`config.mk`:
```
export PLATFORM = sky130hd
export DESIGN_NAME = positional_list_insert_remove
export DESIGN_NICKNAME = d
export VERILOG_FILES = /design/src/hdl/pli_pkg.sv /design/src/hdl/pli_cell.sv /design/src/hdl/positional_list_insert_remove.sv
export SDC_FILE = /design/constraint.sdc
export NUM_CORES = 2
export LEC_CHECK = 0
export BUFFER_PORTS_ARGS = -buffer_cell sky130_fd_sc_hd__buf_2
export CORE_ASPECT_RATIO = 1.4
export CORE_MARGIN = 5
export CORE_UTILIZATION = 58
export CTS_CLUSTER_DIAMETER = 40
export CTS_CLUSTER_SIZE = 14
export DETAILED_ROUTE_END_ITERATION = 10
export PLACE_DENSITY = 0.75
export SYNTH_ARGS = -nofsm -noshare
export SYNTH_HDL_FRONTEND = slang
export SYNTH_SLANG_ARGS = --single-unit
```
`constraint.sdc`:
```
create_clock -name clk -period 25.4 [get_ports clk]
set_input_delay 1.27 -clock clk [delete_from_list [all_inputs] [get_ports clk]]
set_output_delay 1.27 -clock clk [all_outputs]
set_load 0.005 [all_outputs]
```
`src/hdl/pli_pkg.sv`:
```
// ----------------------------------------------------------------------------
// pli_pkg
// Shared types and codes for the positional list: request and status codes,
// the per-cell shift command and the controller state.
// ----------------------------------------------------------------------------
package pli_pkg;

    localparam int REQ_BITS    = 2;
    localparam int POS_BITS    = 8;
    localparam int VALUE_BITS  = 32;
    localparam int STATUS_BITS = 2;

    localparam logic [REQ_BITS-1:0] REQ_INSERT     = 2'd0;
    localparam logic [REQ_BITS-1:0] REQ_REMOVE_POS = 2'd1;
    localparam logic [REQ_BITS-1:0] REQ_REMOVE_VAL = 2'd2;
    localparam logic [REQ_BITS-1:0] REQ_DUMP       = 2'd3;

    localparam logic [STATUS_BITS-1:0] STATUS_OK        = 2'd0;
    localparam logic [STATUS_BITS-1:0] STATUS_FULL      = 2'd1;
    localparam logic [STATUS_BITS-1:0] STATUS_RANGE     = 2'd2;
    localparam logic [STATUS_BITS-1:0] STATUS_NOT_FOUND = 2'd3;

    typedef enum logic [2:0] {
        CELL_HOLD,
        CELL_INSERT,
        CELL_DELETE,
        CELL_DELVAL,
        CELL_ROTATE
    } cell_op_t;

    typedef enum logic {
        ST_IDLE,
        ST_DUMP
    } state_t;

endpackage

```
`src/hdl/pli_cell.sv`:
```
// ----------------------------------------------------------------------------
// pli_cell
// One slot of the list. Holds a word and, on command, loads the new value or
// takes the word of its left or right neighbor or of the head slot.
// ----------------------------------------------------------------------------
module pli_cell #(
    parameter int WORD_BITS = 32,
    parameter int CNT_W     = 5,
    parameter int INDEX     = 0
) (
    input  logic                 clk,
    input  pli_pkg::cell_op_t    op,
    input  logic [CNT_W-1:0]     pos,
    input  logic [CNT_W-1:0]     count,
    input  logic [WORD_BITS-1:0] value,
    input  logic [WORD_BITS-1:0] left_data,
    input  logic [WORD_BITS-1:0] right_data,
    input  logic [WORD_BITS-1:0] head_data,
    input  logic                 found_in,
    output logic                 found_out,
    output logic [WORD_BITS-1:0] data
);

    localparam logic [CNT_W-1:0] MY_IDX = CNT_W'(INDEX);

    logic [WORD_BITS-1:0] data_reg;
    logic [WORD_BITS-1:0] data_next;
    logic                 match;

    // only slots holding a live entry take part in the search
    assign match     = (MY_IDX < count) && (data_reg == value);
    assign found_out = found_in | match;
    assign data      = data_reg;

    always_comb
    begin
        data_next = data_reg;
        case (op)
            pli_pkg::CELL_INSERT:
            begin
                if (MY_IDX > pos)
                begin
                    data_next = left_data;
                end
                else if (MY_IDX == pos)
                begin
                    data_next = value;
                end
            end
            pli_pkg::CELL_DELETE:
            begin
                if (MY_IDX >= pos)
                begin
                    data_next = right_data;
                end
            end
            pli_pkg::CELL_DELVAL:
            begin
                // close the gap at and after the first match
                if (found_out)
                begin
                    data_next = right_data;
                end
            end
            pli_pkg::CELL_ROTATE:
            begin
                // wrap the head word into the last live slot
                if (MY_IDX == pos)
                begin
                    data_next = head_data;
                end
                else
                begin
                    data_next = right_data;
                end
            end
            default:
            begin
                data_next = data_reg;
            end
        endcase
    end

    always_ff @(posedge clk)
    begin
        data_reg <= data_next;
    end

endmodule

```
`src/hdl/positional_list_insert_remove.sv`:
```
// Insert and remove requests finish in the cycle they are accepted; the result
// is registered and shows in the next cycle, one request per cycle unless
// stalled. A dump of N entries streams them one per cycle unless stalled,
// rotating the cell chain N times; requests are held off until the last result
// is loaded. Reset clears count and control state; slot contents stay undefined.
// ----------------------------------------------------------------------------
// positional_list_insert_remove
// Ordered word list built as a chain of cells that shift together on insert,
// remove by position, remove by first equal value and dump.
// ----------------------------------------------------------------------------
module positional_list_insert_remove #(
    parameter int DEPTH     = 16,
    parameter int WORD_BITS = 32
) (
    input  logic                                clk,
    input  logic                                rst_n,
    input  logic                                req_valid,
    output logic                                req_stall,
    input  logic [pli_pkg::REQ_BITS-1:0]        req_type,
    input  logic [pli_pkg::POS_BITS-1:0]        position,
    input  logic [pli_pkg::VALUE_BITS-1:0]      value,
    output logic                                res_valid,
    input  logic                                res_stall,
    output logic [pli_pkg::VALUE_BITS-1:0]      entry,
    output logic [$clog2(DEPTH+1)-1:0]          count_after,
    output logic [pli_pkg::STATUS_BITS-1:0]     status,
    output logic                                last
);

    localparam int CNT_W = $clog2(DEPTH + 1);
    localparam int CMP_W = (CNT_W > pli_pkg::POS_BITS) ? CNT_W : pli_pkg::POS_BITS;
    localparam int VB    = pli_pkg::VALUE_BITS;
    localparam logic [CNT_W-1:0] FULL_CNT = CNT_W'(DEPTH);

    pli_pkg::state_t   state_reg, state_next;
    pli_pkg::cell_op_t cell_op;

    logic [CNT_W-1:0]  count_reg, count_next;
    logic [CNT_W-1:0]  dump_left_reg, dump_left_next;
    logic [CNT_W-1:0]  cell_pos;
    logic [CNT_W-1:0]  clamp_pos;

    logic              res_valid_reg, res_valid_next;
    logic [VB-1:0]     entry_reg, entry_next;
    logic [CNT_W-1:0]  count_after_reg, count_after_next;
    logic [pli_pkg::STATUS_BITS-1:0] status_reg, status_next;
    logic              last_reg, last_next;
    logic              res_load;

    logic              out_free;
    logic              req_fire;
    logic              pos_beyond;
    logic [CMP_W-1:0]  pos_ext;
    logic [CMP_W-1:0]  cnt_ext;

    logic [WORD_BITS-1:0] val_word;
    logic [WORD_BITS-1:0] cell_data [DEPTH];
    logic [DEPTH:0]       found;

    assign out_free  = !res_valid_reg || !res_stall;
    assign req_stall = !((state_reg == pli_pkg::ST_IDLE) && out_free);
    assign req_fire  = req_valid && !req_stall;

    assign val_word   = WORD_BITS'(value);
    assign pos_ext    = CMP_W'(position);
    assign cnt_ext    = CMP_W'(count_reg);
    assign pos_beyond = (pos_ext >= cnt_ext);
    // position clamped to the count; fits the count width in either branch
    assign clamp_pos  = pos_beyond ? count_reg : CNT_W'(position);

    assign found[0] = 1'b0;

    for (genvar i = 0; i < DEPTH; i++)
    begin : g_cell
        logic [WORD_BITS-1:0] left_w;
        logic [WORD_BITS-1:0] right_w;

        if (i == 0)
        begin : g_first
            assign left_w = val_word;
        end
        else
        begin : g_mid_l
            assign left_w = cell_data[i-1];
        end

        if (i == DEPTH - 1)
        begin : g_end
            assign right_w = val_word;
        end
        else
        begin : g_mid_r
            assign right_w = cell_data[i+1];
        end

        pli_cell #(
            .WORD_BITS (WORD_BITS),
            .CNT_W     (CNT_W),
            .INDEX     (i)
        ) u_cell (
            .clk        (clk),
            .op         (cell_op),
            .pos        (cell_pos),
            .count      (count_reg),
            .value      (val_word),
            .left_data  (left_w),
            .right_data (right_w),
            .head_data  (cell_data[0]),
            .found_in   (found[i]),
            .found_out  (found[i+1]),
            .data       (cell_data[i])
        );
    end

    always_comb
    begin
        state_next       = state_reg;
        count_next       = count_reg;
        dump_left_next   = dump_left_reg;
        cell_op          = pli_pkg::CELL_HOLD;
        cell_pos         = clamp_pos;
        res_load         = 1'b0;
        entry_next       = entry_reg;
        count_after_next = count_after_reg;
        status_next      = status_reg;
        last_next        = last_reg;

        case (state_reg)
            pli_pkg::ST_IDLE:
            begin
                if (req_fire)
                begin
                    entry_next  = '0;
                    status_next = pli_pkg::STATUS_OK;
                    last_next   = 1'b1;
                    res_load    = 1'b1;
                    case (req_type)
                        pli_pkg::REQ_INSERT:
                        begin
                            if (count_reg == FULL_CNT)
                            begin
                                status_next = pli_pkg::STATUS_FULL;
                            end
                            else
                            begin
                                cell_op    = pli_pkg::CELL_INSERT;
                                count_next = count_reg + 1'b1;
                            end
                        end
                        pli_pkg::REQ_REMOVE_POS:
                        begin
                            if (pos_beyond)
                            begin
                                status_next = pli_pkg::STATUS_RANGE;
                            end
                            else
                            begin
                                cell_op    = pli_pkg::CELL_DELETE;
                                count_next = count_reg - 1'b1;
                            end
                        end
                        pli_pkg::REQ_REMOVE_VAL:
                        begin
                            cell_op = pli_pkg::CELL_DELVAL;
                            if (found[DEPTH])
                            begin
                                count_next = count_reg - 1'b1;
                            end
                            else
                            begin
                                status_next = pli_pkg::STATUS_NOT_FOUND;
                            end
                        end
                        default:
                        begin
                            // dump: an empty list answers at once
                            if (count_reg != '0)
                            begin
                                res_load       = 1'b0;
                                dump_left_next = count_reg;
                                state_next     = pli_pkg::ST_DUMP;
                            end
                        end
                    endcase
                    count_after_next = count_next;
                end
            end
            pli_pkg::ST_DUMP:
            begin
                cell_pos = count_reg - 1'b1;
                if (out_free)
                begin
                    cell_op          = pli_pkg::CELL_ROTATE;
                    res_load         = 1'b1;
                    entry_next       = VB'(cell_data[0]);
                    count_after_next = count_reg;
                    status_next      = pli_pkg::STATUS_OK;
                    last_next        = (dump_left_reg == CNT_W'(1));
                    dump_left_next   = dump_left_reg - 1'b1;
                    if (dump_left_reg == CNT_W'(1))
                    begin
                        state_next = pli_pkg::ST_IDLE;
                    end
                end
            end
            default:
            begin
                state_next = pli_pkg::ST_IDLE;
            end
        endcase

        if (res_load)
        begin
            res_valid_next = 1'b1;
        end
        else if (!res_stall)
        begin
            res_valid_next = 1'b0;
        end
        else
        begin
            res_valid_next = res_valid_reg;
        end
    end

    always_ff @(posedge clk or negedge rst_n)
    begin
        if (!rst_n)
        begin
            state_reg     <= pli_pkg::ST_IDLE;
            count_reg     <= '0;
            dump_left_reg <= '0;
            res_valid_reg <= 1'b0;
        end
        else
        begin
            state_reg     <= state_next;
            count_reg     <= count_next;
            dump_left_reg <= dump_left_next;
            res_valid_reg <= res_valid_next;
        end
    end

    always_ff @(posedge clk)
    begin
        entry_reg       <= entry_next;
        count_after_reg <= count_after_next;
        status_reg      <= status_next;
        last_reg        <= last_next;
    end

    assign res_valid   = res_valid_reg;
    assign entry       = entry_reg;
    assign count_after = count_after_reg;
    assign status      = status_reg;
    assign last        = last_reg;

`ifndef NO_ASSERTIONS
    a_count_bound: assert property (@(posedge clk) disable iff (!rst_n)
        count_reg <= FULL_CNT)
        else $error("list count exceeds depth");

    a_count_quiet: assert property (@(posedge clk) disable iff (!rst_n)
        !req_fire |=> count_reg == $past(count_reg))
        else $error("count changed without an accepted request");

    a_dump_blocks: assert property (@(posedge clk) disable iff (!rst_n)
        (state_reg == pli_pkg::ST_DUMP) |-> req_stall)
        else $error("request accepted during dump");

    a_dump_ends: assert property (@(posedge clk) disable iff (!rst_n)
        (state_reg == pli_pkg::ST_DUMP && out_free && dump_left_reg == CNT_W'(1))
        |=> (state_reg == pli_pkg::ST_IDLE && res_valid_reg && last_reg))
        else $error("dump did not end on its final entry");
`endif

endmodule

```
==> flow_summary.yaml <==
drt:
  wl_um: 171000
  first_iter_violations: 5301
  avgRoutedWirePerCell_um: 37.7
  ant_nets: 0
  drcViolationCount: 0
  avgViaCountPerCell: 7.59
  drt-pass1-iter-count: 6
  vias: 34449
synth:
  synth_flop_cell: "edfxtp_1"
  synth_fa_ha_area_frac: 0.00357
  synthTopCellsByArea: "edfxtp_1 (43%), a221o_1 (8.2%), xnor2_1 (7.5%)"
  yosysUniqueCellTypes: 87
  synth_top_cell_by_area: "edfxtp_1"
  synth-simple-area-share: 0.142
  yosysWarnings: 0
  avgSynthCellArea_um2: 10.3
  synth_seq_cells: 564
  synth_xor_area_frac: 0.118
  syn-num-nets: 3795
  synth_mux_area_frac: 0.0594
  ys_async_sr_fraction: 0.0213
  synth_top_family_by_area: "compound AO/OA/AOI/OAI gates"
  synth_cells: 3738
  synth-edff-count: 552
  synth_top_area_frac: 0.430
  seq_area_frac_synth: 0.438
  syn-cell-area_um2: 38500
  synth_compound_area_frac: 0.190
critical_path:
  critical_path_class: "register to register"
  crit_required_ns: 25.93
  worstPathArrival_ns: 7.72
  crit_family: "buffers and inverters"
  critPathLaunchType: "register"
  crit_path_end_kind: "register"
  cp.buffers_inverters: 5
  cp_slowest_cell: "dfrtp_1"
  crit_path_frequent_cell: "buf_4"
  path_cells: "clkinv_1 > ha_1 > nand2_1 > o2111ai_1 > a21oi_1 > buf_4 > nor2_4 > buf_4 > buf_4 > buf_4 > nand2_1 > o21ai_0 > a221o_1"
  crit_fanout: 80
  max_stage_delay_ns: 0.86
die:
  die_h_um: 315
  rows: 111
  start_util: 0.586
  die_x_um: 228
  die_area_um2: 71700
  core_area_um2: 65700
  ioPinCount: 88
clocking:
  ctsHoldBuffers: 0
  clock_latency_ns: 0.68
  clock_path_buffers: 3
  cts_setup_buffers: 0
  cts-root-buf: "clkbuf_16"
  path_clk_slew_ns: 0.07
  cts_buffers: 81
  cts_tree: "built"
  cts_max_level: 3
  clock_sinks: 564
  cts_resized: 0
worst_hold_path:
  holdCritPathClass: "input pin to asynchronous set/reset pin"
grt:
  grt_antenna_before_repair: 13
  grt_max_degree: 122
  grtUsageTotal: 0.462
  grt_overflow: 0
  grt_pass1_vias: 33166
  grt_pass1_wl_um: 243000
timing:
  grt_setup_unrepaired: "false"
  post-route-period-util: 0.283
  final_max_slew_viol_count: 0
  hold_viol: 0
  setup_viol: 0
  fmaxAchievable_ghz: 0.139
  setup_tns_ns: 0
  relSlewSlack: 0.0763
  tightest_slew_ns: 1.38
  skew_ns: 0.0375
  fin_crit_ns: 7.19
power:
  p_leak_nw: 15.2
  power_density_nw_per_um2: 178
  ir_worst_vdd_mv: 0.131
  power.total_mw: 7.49
cells_and_area:
  stdcell_area_um2: 42200
  syn_to_final_growth_pct: 9.61
  largest_register_ffs: 512
  final_cells: 4541
  finalNetCount: 3673
  drive_gt1_frac: 0.114
placed_design:
  hpwl_um: 128000
  dpl.cell_count: 4380
  place_area_um2: 39400
  port_buffers: 87
  gp_congestion: 1.11
flow_run:
  cap_viol_max_count: 0
outcome:
  status: "finished, final reports clean"
worst paths after layout:
| kind | start | end | slack (ns) | depth (start not counted) |
|---|---|---|---|---|
| worst max-delay path | count_reg[4] | g_cell[12].u_cell.data[14] | 18.21 | 13 |
| worst min-delay path | rst_n | count_reg[4] | 0.51 | 1 |
| worst max register to register | count_reg[4] | g_cell[12].u_cell.data[14] | 18.21 | 13 |
| worst min register to register | g_cell[15].u_cell.data[29] | g_cell[14].u_cell.data[29] | 0.60 | 2 |
| max in group asynchronous | rst_n | state_reg | 24.61 | 1 |
| min in group clk | g_cell[15].u_cell.data[29] | g_cell[14].u_cell.data[29] | 0.60 | 2 |
placed cells by master (no fill, tap or decap), drive strengths merged, types with 71 or more instances in the layout:
| master | synthesis | layout |
|---|---|---|
| nand2 | 436 | 436 |
| nand4 | 179 | 179 |
| nor2 | 103 | 103 |
| clkbuf | 230 | 89 |
| mux2i | 226 | 226 |
| a22oi | 130 | 130 |
| xor2 | 189 | 189 |
| a221o | 317 | 317 |
| edfxtp | 552 | 552 |
| nand3 | 133 | 133 |
| nor4 | 96 | 96 |
| o211ai | 95 | 95 |
| xnor2 | 328 | 328 |
| buf | 175 | 200 |
| o21ai | 97 | 97 |
| a21oi | 71 | 71 |
layer usage:
metal | up-vias | track usage | routed length [um]
met4 | 0 | 0.487 | 23100
met3 | 659 | 0.0884 | 18400
met5 | - | 0 | 0
met1 | 16525 | 0.514 | 54000
li1 | 14281 | - | -
met2 | 2984 | 0.717 | 75800
area by class of cell:
| cell class | count | area [um^2] |
|---|---|---|
| Antenna cell | 9 | 22.5 |
| Sequential cell | 564 | 16900 |
| Multi-Input combinational cell | 2751 | 20100 |
| Fill cell | 5305 | 23500 |
| Clock buffer | 89 | 2090 |
| Inverter | 18 | 67.6 |
| Clock inverter | 63 | 713 |
| Timing Repair Buffer | 200 | 1300 |
| Tap cell | 847 | 1060 |
Yosys cell counts, drive strengths merged (29+ instances only):
library cell / instances
a21o: 36
a21oi: 71
a221o: 317
a22o: 33
a22oi: 130
and2: 37
buf: 175
clkbuf: 230
edfxtp: 552
mux2i: 226
nand2: 436
nand3: 133
nand4: 179
nor2: 103
nor3: 61
nor4: 96
o211ai: 95
o21ai: 97
o2bb2ai: 29
xnor2: 328
xor2: 189
through the flow:
step	utilization	worst slack (ns)	hold slack, ns
final	0.643	18.21	0.506
after global routing	0.643	17.99	0.510
after CTS	0.642	18.60	0.502
after detailed placement	0.600	18.57	0.580
after global placement	0.600	18.68	0.540
after floorplan	-	16.10	0.545
cell families after synthesis:
kind of cell	count (synthesis)
compound gates	892
xor+xnor	517
fa+ha+maj	11
buf+inv	423
flops	564
mux	228
simple gates	1103
report_power, final:
group	total [mW]	internal [mW]	switching, mW
Combinational	3.95	1.34	2.61
Clock	1.20	0.703	0.494
Sequential	2.35	1.86	0.481
Total	7.49	3.91	3.59
(Power assumes the default switching activity.)
